--- config.mk ---
export PLATFORM = sky130hd
export DESIGN_NAME = rpod_fifo
export DESIGN_NICKNAME = d
export VERILOG_FILES = /design/src/rpod_fifo.sv
export VERILOG_INCLUDE_DIRS = /design/src /design/src/src
export SDC_FILE = /design/constraint.sdc
export NUM_CORES = 1
export LEC_CHECK = 0
export ABC_AREA = 1
export BUFFER_PORTS_ARGS = -buffer_cell sky130_fd_sc_hd__buf_2
export CAP_MARGIN = 20
export CORE_MARGIN = 3
export CORE_UTILIZATION = 25
export CTS_CLUSTER_SIZE = 10
export DETAILED_ROUTE_END_ITERATION = 6
export SLEW_MARGIN = 20
export SYNTH_ARGS = -nofsm -noshare
export SYNTH_HDL_FRONTEND = slang
export SYNTH_SLANG_ARGS = --single-unit
export TNS_END_PERCENT = 1
--- constraint.sdc ---
create_clock -name clk -period 5.5 [get_ports clk]
set_clock_uncertainty 0.2 [all_clocks]
set_input_delay 1.1 -clock clk [delete_from_list [all_inputs] [get_ports clk]]
set_output_delay 1.1 -clock clk [all_outputs]
set_load 0.1 [all_outputs]
--- src/assert_macros.svh ---
// Assertion macros shared by the palette dither RTL.
// Needs a clk and rst in the scope of each use; SYNTH removes the bodies.
`ifndef ASSERT_MACROS_SVH
`define ASSERT_MACROS_SVH
`ifndef SYNTH
// Property checked on every rising edge outside reset.
`define ASSERT_CLK(label, prop, msg) \
  label: assert property (@(posedge clk) disable iff (rst) prop) else $error(msg);
// Condition that must never hold outside reset.
`define ASSERT_NEVER(label, cond, msg) \
  label: assert property (@(posedge clk) disable iff (rst) !(cond)) else $error(msg);
`else
`define ASSERT_CLK(label, prop, msg)
`define ASSERT_NEVER(label, cond, msg)
`endif
`endif

--- src/rpod_fifo.sv ---
// Small register queue, power-of-two depth, used between and after the pipelines.
// Depends on assert_macros.svh.
`include "assert_macros.svh"
module rpod_fifo #(
  parameter int WIDTH = 8,
  parameter int DEPTH = 4
) (
  input  logic                       clk,
  input  logic                       rst,
  input  logic                       push,
  input  logic [WIDTH-1:0]           din,
  input  logic                       pop,
  output logic [WIDTH-1:0]           dout,
  output logic                       empty,
  output logic                       full,
  output logic [$clog2(DEPTH+1)-1:0] count
);

  localparam int AW = $clog2(DEPTH);
  localparam int CW = $clog2(DEPTH+1);

  logic [WIDTH-1:0] mem [DEPTH];
  logic [AW-1:0]    wr_ptr;
  logic [AW-1:0]    rd_ptr;
  logic             do_push;
  logic             do_pop;

  assign empty   = (count == '0);
  assign full    = (count == CW'(DEPTH));
  assign do_push = push && !full;
  assign do_pop  = pop && !empty;
  assign dout    = mem[rd_ptr];

  always_ff @(posedge clk) begin
    if (do_push) begin
      mem[wr_ptr] <= din;
    end
  end

  always_ff @(posedge clk) begin
    if (rst) begin
      wr_ptr <= '0;
      rd_ptr <= '0;
      count  <= '0;
    end else begin
      if (do_push) begin
        wr_ptr <= wr_ptr + AW'(1);
      end
      if (do_pop) begin
        rd_ptr <= rd_ptr + AW'(1);
      end
      if (do_push && !do_pop) begin
        count <= count + CW'(1);
      end else if (do_pop && !do_push) begin
        count <= count - CW'(1);
      end
    end
  end

  `ASSERT_NEVER(a_fifo_overrun, push && full, "push into full queue")
  `ASSERT_NEVER(a_fifo_count, count > CW'(DEPTH), "queue count past depth")

endmodule

==> reports/metrics.yaml <==
run_status:
  status: "finished, final reports clean"
placed_design:
  gp_congestion: 0.6947
  place.port_buffers: 24
  place_hpwl_microns: 2032
  pre_cts_slack_ns: 2.612
global_route:
  grt_max_degree: 18
  grt_pass1_wl_microns: 4726
  grt_pass1_vias: 1000
  grt_usage_pct: 8.413
  grt_overflow_total: 0
  antenna_found_initial: 0
sta:
  fin_ws_ns: 2.332
  tightest_slew_ns: 0.7840
  period_share_pct: 57.60
  setup_tns_ns: 0
  maxSlewHeadroom_pct: 47.54
  finalSetupViolCount: 0
  finalHoldViolations: 0
  rsz0062_at_grt: "false"
  slew_violations: 0
  post-route-min-period_ns: 3.168
  fmax_mhz: 315.6
layout:
  nFillCells: 671
  fin_util_pct: 30.80
  nNetsFinal: 193
  drive_gt1_share_pct: 20.45
  layout_commonest_cell: "edfxtp_1"
  most-common-layout-cells: "edfxtp_1, nor2_1, buf_2"
  area_growth_syn_to_layout_pct: 18.04
  insertedDiodeCount: 0
clock_network:
  ctsResizeCount: 0
  post_cts_buffers: 0
  cts_tree: "done"
  path_clk_slew_ns: 0.08
  cts_root_buf: "clkbuf_8"
  cts_hold_buf: 0
  clockBufferDepth: 2
  cts_max_level: 2
  numCtsBuffers: 5
  clock-sinks: 41
  clk_latency_ns: 0.29
floorplanning:
  core_sq_mm: 0.006459
  die_w_microns: 88.11
  initial_utilization_pct: 26.09
  io_pins: 25
  rows: 29
  fp.dieH_microns: 88.11
  die-area_sq_mm: 0.007762
critical_path:
  path_depth: 4
  worstPathMaxFanout: 17
  r2r-start: "count[0]"
  critPathMaxStageDelay_ns: 0.49
  critPathLaunchType: "flop"
  crit_arrival_ns: 1.87
  rrSetupSlack_ns: 3.35
  critPathBufInv: 2
  crit_family: "buffers and inverters"
  crit_end: "dout[7]"
  end_kind: "output port"
  r2r_end: "count[1]"
  slowest_stage: "dfxtp_1"
  cp_cell_sequence: "inv_2 -> o21ai_0 -> o22ai_1 -> buf_2"
  path_class: "flop to output port"
  rr_worst_depth: 9
  cp.required_ns: 4.20
routing:
  drc_errors: 0
  first_pass_iters: 4
  antenna_left: 0
  drt_wl_total_microns: 3058
  drt_iter0_drc: 67
  detail_route.vias_per_cell: 4.308
  vias: 1090
  wl_per_cell_microns: 12.09
synthesis:
  ys_ff_latch: 41
  seq_area_frac_synth_pct: 67.71
  yosys-mux-area-fraction_pct: 0
  synth_xor_area_share_pct: 0
  synth_compound_area_share_pct: 10.54
  synth_top_area_share_pct: 57.02
  synth_top_area_cell: "edfxtp_1"
  synth.distinct_cells: 18
  postSynthAreaPerCell_sq_um: 11.54
  synth_cells: 146
  ys_warn_count: 0
  synthesis.nets: 164
  syn_area_sq_mm: 0.001685
  synth_fa_ha_area_share_pct: 4.900
  synth-simple-area-share_pct: 11.06
  synth.area.top_cells: "edfxtp_1, dfxtp_1, nor2_1"
  synth_top_family_by_area: "simple AND/OR/NAND/NOR gates"
hold_path:
  worstHoldPathType: "flop to flop"
run:
  cap_violations: 0
tightest hold or removal path, stage by stage (launching register included):
cell     delay, ns
dfxtp_1       0.33
a21oi_1       0.05
nor2_1        0.07
flip-flops by register name, summed over array words and instances, names as in the netlist, named ones only:
register	flops
count	3
mem	32
rd_ptr	2
wr_ptr	2
worst min-delay path by stage:
stage                 to  cells after the start  slack, ns      start
6_report       rd_ptr[0]                      2       0.29  rd_ptr[0]
3_5_place_dp        flop                      2       0.28  rd_ptr[0]
4_1_cts        rd_ptr[0]                      2       0.30  rd_ptr[0]
3_3_place_gp   rd_ptr[0]                      2       0.27  rd_ptr[0]
2_1_floorplan       flop                      2       0.25  rd_ptr[0]
5_1_grt        rd_ptr[0]                      2       0.34  rd_ptr[0]
per-stage QoR:
step / instance area (sq um) / hold slack, ns / std cells
finish: 1989 / 0.2919 / 253
global route: 1989 / 0.3410 / 253
CTS: 1989 / 0.3027 / 253
detailed placement: 1879 / 0.2824 / 245
global placement: 1879 / 0.2662 / 245
floorplan: 1685 / 0.2481 / 146
cells by family after synthesis:
family | Yosys count
fa+ha+maj | 6
compound gates | 32
buf+inv | 22
simple gates | 45
flops | 41
per-layer routing:
layer  share of wire (%)  routed length, microns  GRT usage, %
met2                  48                    1454         13.49
met1                  45                    1382         9.681
met4                 2.1                      63         4.945
met5                   0                       0             0
met3                 5.2                     158         3.010
cells in the mapped netlist:
| master | instances |
|---|---|
| fa_1 | 1 |
| nor2_2 | 2 |
| a21oi_1 | 6 |
| buf_6 | 2 |
| nand4_1 | 1 |
| nand3b_1 | 1 |
| ha_1 | 5 |
| nand3_1 | 5 |
| edfxtp_1 | 32 |
| nor2_1 | 24 |
| o21ai_2 | 2 |
| nand2_1 | 12 |
| o21ai_0 | 14 |
| o21ai_1 | 2 |
| dfxtp_1 | 9 |
| o22ai_1 | 8 |
| inv_2 | 1 |
| inv_1 | 19 |
layout make-up:
type / count / area, sq um / share of cell area [%]
Inverter: 20 / 75.07 / 3.774
Tap cell: 77 / 96.34 / 4.843
Clock buffer: 5 / 68.82 / 3.459
Sequential cell: 41 / 1141 / 57.36
Timing Repair Buffer: 24 / 120.1 / 6.038
Multi-Input combinational cell: 83 / 446.7 / 22.45
Clock inverter: 3 / 41.29 / 2.075
Power is not shown: default switching activity piles up to over one toggle a cycle in this logic, so the estimate is an artifact.
