$ cat config.mk
export PLATFORM = sky130hd
export DESIGN_NAME = rpod_front
export DESIGN_NICKNAME = d
export VERILOG_FILES = /design/src/rpod_pkg.sv /design/src/rpod_front.sv
export VERILOG_INCLUDE_DIRS = /design/src /design/src/src
export SDC_FILE = /design/constraint.sdc
export NUM_CORES = 2
export LEC_CHECK = 0
export BUFFER_PORTS_ARGS = -buffer_cell sky130_fd_sc_hd__buf_2
export CAP_MARGIN = 20
export CORE_MARGIN = 2
export CORE_UTILIZATION = 65
export DETAILED_ROUTE_END_ITERATION = 10
export PLACE_DENSITY = 0.92
export SLEW_MARGIN = 20
export SYNTH_ARGS = -nofsm -noshare
export SYNTH_HDL_FRONTEND = slang
export SYNTH_SLANG_ARGS = --single-unit
$ cat constraint.sdc
create_clock -name clk -period 41 [get_ports clk]
set_input_delay 2.05 -clock clk [delete_from_list [all_inputs] [get_ports clk]]
set_output_delay 2.05 -clock clk [all_outputs]
set_load 0.01 [all_outputs]
$ cat src/assert_macros.svh
// Assertion macros shared by the palette dither RTL.
// Needs a clk and rst in the scope of each use; SYNTH removes the bodies.
`ifndef ASSERT_MACROS_SVH
`define ASSERT_MACROS_SVH
`ifndef SYNTH
// Property checked on every rising edge outside reset.
`define ASSERT_CLK(label, prop, msg) \
  label: assert property (@(posedge clk) disable iff (rst) prop) else $error(msg);
// Condition that must never hold outside reset.
`define ASSERT_NEVER(label, cond, msg) \
  label: assert property (@(posedge clk) disable iff (rst) !(cond)) else $error(msg);
`else
`define ASSERT_CLK(label, prop, msg)
`define ASSERT_NEVER(label, cond, msg)
`endif
`endif

$ cat src/rpod_pkg.sv
// Shared types, constants and the dither pattern table for the palette dither block.
// No dependencies.
package rpod_pkg;

  localparam int CoordBits  = 12;
  localparam int LevelsW    = 9;
  localparam int SpreadW    = 16;
  localparam int ColourW    = 32;
  localparam int ProdW      = 17;   // 9x8 products
  localparam int LevelW     = 10;   // level can reach 511
  localparam int IdxW       = 18;   // level + ramp*levels
  localparam int CfgIndexW  = 2;
  localparam int CfgDataW   = 16;
  localparam int MidDepth   = 4;
  localparam int OutDepth   = 4;
  localparam int PaletteDepthDefault = 256;

  localparam logic [CfgIndexW-1:0] RegLevels = 2'd0;
  localparam logic [CfgIndexW-1:0] RegSpread = 2'd1;

  localparam logic ReqPixel = 1'b0;
  localparam logic ReqWrite = 1'b1;

  localparam logic [LevelsW-1:0] LevelsReset = 9'd16;
  localparam logic [SpreadW-1:0] SpreadReset = 16'd512;

  typedef struct packed {
    logic                 req_type;
    logic [7:0]           intensity;
    logic [7:0]           ramp_number;
    logic [CoordBits-1:0] pos_x;
    logic [CoordBits-1:0] pos_y;
    logic [7:0]           entry_addr;
    logic [ColourW-1:0]   entry_colour;
  } req_t;

  typedef struct packed {
    logic [ColourW-1:0] pixel_word;
    logic [7:0]         palette_index;
    logic               index_error;
  } res_t;

  // Classified item handed from front to back
  typedef struct packed {
    logic               req_type;
    logic               index_error;
    logic [IdxW-1:0]    index;
    logic [7:0]         entry_addr;
    logic [ColourW-1:0] entry_colour;
  } mid_t;

  // 4x4 ordered dither rows; row n sets n of the 16 cells
  function automatic logic [15:0] pattern_row(input logic [3:0] row);
    logic [15:0] pat;
    begin
      case (row)
        4'd0:    pat = 16'h0000;
        4'd1:    pat = 16'h0001;
        4'd2:    pat = 16'h0401;
        4'd3:    pat = 16'h0405;
        4'd4:    pat = 16'h0505;
        4'd5:    pat = 16'h0525;
        4'd6:    pat = 16'h8525;
        4'd7:    pat = 16'h85A5;
        4'd8:    pat = 16'hA5A5;
        4'd9:    pat = 16'hA5A7;
        4'd10:   pat = 16'hADA7;
        4'd11:   pat = 16'hADAF;
        4'd12:   pat = 16'hAFAF;
        4'd13:   pat = 16'hAFEF;
        4'd14:   pat = 16'hBFEF;
        4'd15:   pat = 16'hBFFF;
        default: pat = 16'hFFFF;
      endcase
      return pat;
    end
  endfunction

endpackage

$ cat src/rpod_front.sv
// Front pipeline: config registers, item intake and level/index computation.
// Depends on rpod_pkg and assert_macros.svh.
`include "assert_macros.svh"
module rpod_front #(
  parameter int PALETTE_DEPTH = rpod_pkg::PaletteDepthDefault
) (
  input  logic                           clk,
  input  logic                           rst,
  input  logic                           cfg_we,
  input  logic [rpod_pkg::CfgIndexW-1:0] cfg_index,
  input  logic [rpod_pkg::CfgDataW-1:0]  cfg_data,
  input  logic                           push,
  input  rpod_pkg::req_t                 req,
  output logic                           full,
  output logic                           mid_push,
  output rpod_pkg::mid_t                 mid_item,
  input  logic                           mid_full
);

  localparam int ProdW = rpod_pkg::ProdW;
  localparam int IdxW  = rpod_pkg::IdxW;
  localparam int LvW   = rpod_pkg::LevelW;
  localparam int NumW  = 27;
  localparam logic signed [NumW-1:0] NumOffset = 27'sd65280;
  localparam logic signed [NumW-1:0] NumTop    = 27'sd130560;

  typedef struct packed {
    logic                        req_type;
    logic [ProdW-1:0]            base;
    logic [8:0]                  plain;
    logic [3:0]                  pix_cell;
    logic [7:0]                  entry_addr;
    logic [rpod_pkg::ColourW-1:0] entry_colour;
  } carry_t;

  logic [rpod_pkg::LevelsW-1:0] levels;
  logic [rpod_pkg::SpreadW-1:0] spread;
  logic adv;
  logic v1, v2, v3, v4, v5, v6;
  carry_t c1, c2, c3, c4, c5;

  // stage 1 -> 2
  logic [rpod_pkg::LevelsW-1:0] nm1;
  logic [ProdW-1:0] prod_c, base_c, plain_c;
  logic [ProdW-1:0] prod1, prod2;
  // stage 2 -> 3
  logic [ProdW+7:0] prod257;
  logic [8:0]       q0_2;
  // stage 3 -> 4
  logic [ProdW-1:0] r0;
  logic [8:0]       q3;
  logic [7:0]       r3;
  // stage 4 -> 5
  logic signed [9:0]      dev;
  logic signed [NumW-1:0] mul_c;
  logic signed [NumW-1:0] num4;
  logic [8:0]             q4;
  // stage 5 -> 6
  logic [14:0]      ge;
  logic [3:0]       trow;
  logic [15:0]      pat;
  logic             step;
  logic [LvW-1:0]   level_c, level5;
  logic [IdxW-1:0]  idx_c;

  // config
  always_ff @(posedge clk) begin
    if (rst) begin
      levels <= rpod_pkg::LevelsReset;
      spread <= rpod_pkg::SpreadReset;
    end else if (cfg_we) begin
      case (cfg_index)
        rpod_pkg::RegLevels: levels <= cfg_data[rpod_pkg::LevelsW-1:0];
        rpod_pkg::RegSpread: begin
          if (cfg_data != '0 && cfg_data < 16'd256) begin
            spread <= 16'd256;
          end else begin
            spread <= cfg_data;
          end
        end
        default: ;
      endcase
    end
  end

  assign adv      = !v6 || !mid_full;
  assign full     = !adv;
  assign mid_push = v6 && !mid_full;

  // intake multipliers
  assign nm1     = (levels == '0) ? '0 : levels - 9'd1;
  assign prod_c  = ProdW'(nm1) * ProdW'(req.intensity);
  assign base_c  = ProdW'(req.ramp_number) * ProdW'(levels);
  assign plain_c = ProdW'(levels) * ProdW'(req.intensity);

  // divide by 255: x*257>>16 is exact or one short
  assign prod257 = {prod1, 8'd0} + (ProdW+8)'(prod1);
  assign r0      = prod2 - {q0_2, 8'd0} + ProdW'(q0_2);

  // N = S*(2r-255) + 65280
  assign dev   = $signed({1'b0, r3, 1'b0}) - 10'sd255;
  assign mul_c = $signed({1'b0, spread}) * dev;

  always_comb begin
    for (int k = 0; k < 15; k++) begin
      ge[k] = num4[16:0] >= 17'((k + 1) * 8160);
    end
    trow = 4'($countones(ge));
    pat  = rpod_pkg::pattern_row(trow);
    if (num4 >= NumTop) begin
      step = 1'b1;
    end else if (num4[NumW-1]) begin
      step = 1'b0;
    end else begin
      step = pat[c4.pix_cell];
    end
    if (spread == '0) begin
      level_c = LvW'(c4.plain);
    end else begin
      level_c = LvW'(q4) + LvW'(step);
    end
  end

  assign idx_c = IdxW'(level5) + IdxW'(c5.base);

  always_ff @(posedge clk) begin
    if (rst) begin
      {v1, v2, v3, v4, v5, v6} <= '0;
    end else if (adv) begin
      v1 <= push;
      v2 <= v1;
      v3 <= v2;
      v4 <= v3;
      v5 <= v4;
      v6 <= v5;
    end
  end

  always_ff @(posedge clk) begin
    if (adv) begin
      c1.req_type     <= req.req_type;
      c1.base         <= base_c;
      c1.plain        <= plain_c[16:8];
      c1.pix_cell     <= {req.pos_y[1:0], req.pos_x[1:0]};
      c1.entry_addr   <= req.entry_addr;
      c1.entry_colour <= req.entry_colour;
      prod1           <= prod_c;

      c2   <= c1;
      prod2 <= prod1;
      q0_2 <= prod257[24:16];

      c3 <= c2;
      if (r0 >= ProdW'(255)) begin
        q3 <= q0_2 + 9'd1;
        r3 <= 8'(r0 - ProdW'(255));
      end else begin
        q3 <= q0_2;
        r3 <= r0[7:0];
      end

      c4   <= c3;
      q4   <= q3;
      num4 <= mul_c + NumOffset;

      c5     <= c4;
      level5 <= level_c;

      mid_item.req_type     <= c5.req_type;
      mid_item.index        <= idx_c;
      mid_item.index_error  <= idx_c >= IdxW'(PALETTE_DEPTH);
      mid_item.entry_addr   <= c5.entry_addr;
      mid_item.entry_colour <= c5.entry_colour;
    end
  end

  `ASSERT_CLK(a_stall_hold, v6 && mid_full |=> v6 && $stable(mid_item), "stalled item moved")

endmodule

==> results.toml <==
[timing]
timing.final.setup_violations = 0
slew_viol_final = 0
slew_headroom_pct = 30.3
fin_crit_ps = 7030
rsz0062_at_grt = "no"
tightestPinTransition_ps = 1040
fmax_mhz = 142
setup-tns-final_ps = 0
hold_viol = 0
fin_skew_ps = 25.2
post-route-period-util_pct = 17.1

[worst_setup_path]
start_kind = "flip-flop"
worstPathMaxFanout = 7
critical_path_class = "reg -> reg"
worstPathRequired_ps = 41300
regToRegSetupSlack_ps = 33970
cp.arrival_ps = 7330
r2r_start = "num4[9]"
cp-end-kind = "flip-flop"
rr_worst_depth = 26
r2r-end = "level5[8]"

[global_route]
grt_antenna_before_repair = 3
grt.total_usage_pct = 25.2
grt_start_max_net_pins = 225
grt_pass1_wl_um = 101000
grt_pass1_vias = 20283
globalRoute.totalOverflow = 0

[detailed_routing]
drtIter0Drc = 1453
detail_route.wl_per_cell_um = 18.7
dr.pass1.iters = 5
drcViolationCount = 0
wirelength_um = 62400
num_vias = 19530
avgViaCountPerCell = 5.84
antenna_left = 0

[power]
power.density_nw_per_um2 = 78.5
power.switching_mw = 1.11
p_clk_share_pct = 17.2
p_leak_nw = 15.6
p_int_mw = 1.62
sequentialPowerShare_pct = 30.3
power_frac_comb_pct = 52.5
swShare_pct = 40.7
ir_worst_vdd_mv = 0.102

[die]
dieArea_um2 = 50700
die_x_um = 225
rows = 81
io_pins = 166
initial_utilization_pct = 65.5
die_h_um = 225
coreArea_um2 = 48500

[yosys]
synth-seq-area-share_pct = 49.5
async_reset_ff_share_pct = 0
synth_top_flop_cell = "edfxtp_1"
ys_warn_count = 0
synth_area_per_cell_um2 = 12.5
synth_cell_types = 85
syn-instance-count = 2546
syn_area_um2 = 31800
syn_nets = 3148
synth_seq_cells = 534
synth_edf_count = 503

[layout]
area_growth_pct = 9.54
nets = 3279
layout-drive-gt1-share_pct = 10.0
num-fill-cells = 2974
fin_cells = 3344

[run]
cap_violations = 0

[clock_tree]
path_clk_slew_ps = 60
ctsRootBufferMaster = "clkbuf_16"
clk_path_buf_depth = 3
ctsHoldBuffers = 0
htreeDepth = 2
cts_sinks = 534
cts_tree = "done"
cts_made_buffers = 53
cts_resized = 0
post_cts_buffers = 0
insertion_delay_ps = 600

[worst_hold_path]
min_delay_path_depth = 0
min_path_type = "reg -> reg"
holdPathEnd = "c3[21]"
hold_start = "c2[21]"

[placed_design]
routabilityCongestion = 0.912
dp.cells = 3242
portBuffers = 145
dp_hpwl_um = 44300

[run_status]
outcome = "finished, final reports clean"
==> worst max path at each step <==
stage / to / from / slack [ps] / cells after the start
6_report: level5[8] / num4[9] / 33970 / 26
3_5_place_dp: level5[8] / num4[11] / 34030 / 23
5_1_grt: level5[8] / num4[9] / 33550 / 26
3_3_place_gp: level5[8] / num4[15] / 34230 / 20
2_1_floorplan: full / mid_full / 24090 / 2
4_1_cts: level5[8] / num4[9] / 34010 / 23
==> sequential cells by signal, indices dropped and copies added, names as in the netlist, 10 cells and up <==
signal and flops:
c1 71, c2 71, c3 71, c4 71, mid_item 60, c5 58, num4 22, prod1 17
prod2 17, spread 16, level5 10
==> power by group through the flow <==
stage / registers (mW) / logic (mW) / clock network, mW
after global placement: 0.824 / 1.31 / 0
after global routing: 0.837 / 1.61 / 0.499
after floorplan: 0.792 / 1.12 / 0
final: 0.827 / 1.44 / 0.470
after detailed placement: 0.833 / 1.40 / 0
after CTS: 0.825 / 1.42 / 0.478
==> synthesized netlist by cell type, types with 9 or more instances <==
library cell  number  share of area (%)
mux2i_1            9               0.28
nor2_1            91                1.1
o21ai_0           46               0.72
edfxtp_1         503                 48
and2_1           162                3.2
xnor2_1           81                2.2
nand2_1          269                3.2
a21oi_1           96                1.5
clkbuf_1          66               0.78
nor2b_1           20               0.39
nand3_1           34               0.54
o21a_1            13               0.31
or2_2             15               0.30
fa_1             248                 16
nor3_1            23               0.36
nor4_1            16               0.32
ha_1             250                9.8
xor2_1            26               0.72
or3_1              9               0.18
dfxtp_1           31                2.0
nand4_1           11               0.22
a21o_1            18               0.43
inv_1            349                4.1
and3_1            13               0.26
==> cell type report <==
cell class | count | area, µm² | area share, %
repair buffers | 151 | 823 | 2.37
diodes | 1 | 2.50 | 0.00719
clock inverters | 38 | 362 | 1.04
multi-input cells | 1588 | 14400 | 41.5
well taps | 622 | 778 | 2.24
clock buffers | 61 | 1360 | 3.90
inverters | 349 | 1310 | 3.76
flip-flops and latches | 534 | 15700 | 45.2
==> metal layers <==
| metal | track usage, % | wire (µm) | share of wire (%) | vias to the layer above |
|---|---|---|---|---|
| met5 | 0 | 31 | 0.050 | - |
| met4 | 9.06 | 2100 | 3.4 | 6 |
| met3 | 4.82 | 4450 | 7.1 | 198 |
| met2 | 43.4 | 31100 | 50 | 846 |
| met1 | 32.2 | 24800 | 40 | 9590 |
| li1 | - | - | - | 8890 |
==> cell usage in the layout (no fill, tap or decap), types with 20 or more instances in the layout <==
cell / count
inv_1: 349
xor2_1: 26
nand2_1: 268
nor2b_1: 20
fa_1: 248
and2_1: 162
o21ai_0: 46
edfxtp_1: 503
clkbuf_16: 53
a21oi_1: 96
nand3_1: 34
xnor2_1: 81
ha_1: 250
nor3_1: 23
buf_2: 145
nor2_1: 91
dfxtp_1: 31
==> logic make-up after synthesis <==
group,synth area share [%]
AND/OR/NAND/NOR,11.0
flip-flops,49.5
adder cells (fa/ha/maj),25.5
buffers and inverters,5.08
AO/OA/AOI/OAI,5.54
XOR/XNOR,3.05
multiplexers,0.354
==> critical path: stages (launching register included) <==
cell	delay, ps
edfxtp_1	360
nand4_1	240
nor2_1	430
o211ai_1	150
nand2b_1	100
a21oi_1	90
fa_1	570
fa_1	440
fa_1	540
inv_1	60
fa_1	540
inv_1	60
fa_1	460
fa_1	540
a211oi_1	250
a21oi_1	80
a21oi_1	190
nor3_1	90
o22ai_1	120
o21ai_0	90
a21oi_1	390
ha_1	250
ha_1	250
nand3_1	120
nor2_1	140
xnor2_1	130
a21oi_1	90
==> through the flow <==
stage          hold WS (ps)  cell area (µm²)  worst slack [ps]  utilization (%)  power, mW
2_1_floorplan           400            31800             24090                -       1.91
3_3_place_gp            400            33000             34230             68.0       2.13
3_5_place_dp            405            33000             34030             68.0       2.23
4_1_cts                 413            34700             34010             71.6       2.72
5_1_grt                 423            34800             33550             71.7       2.94
6_report                414            34800             33970             71.7       2.73
Note: power is estimated with default switching activity, not from simulation.
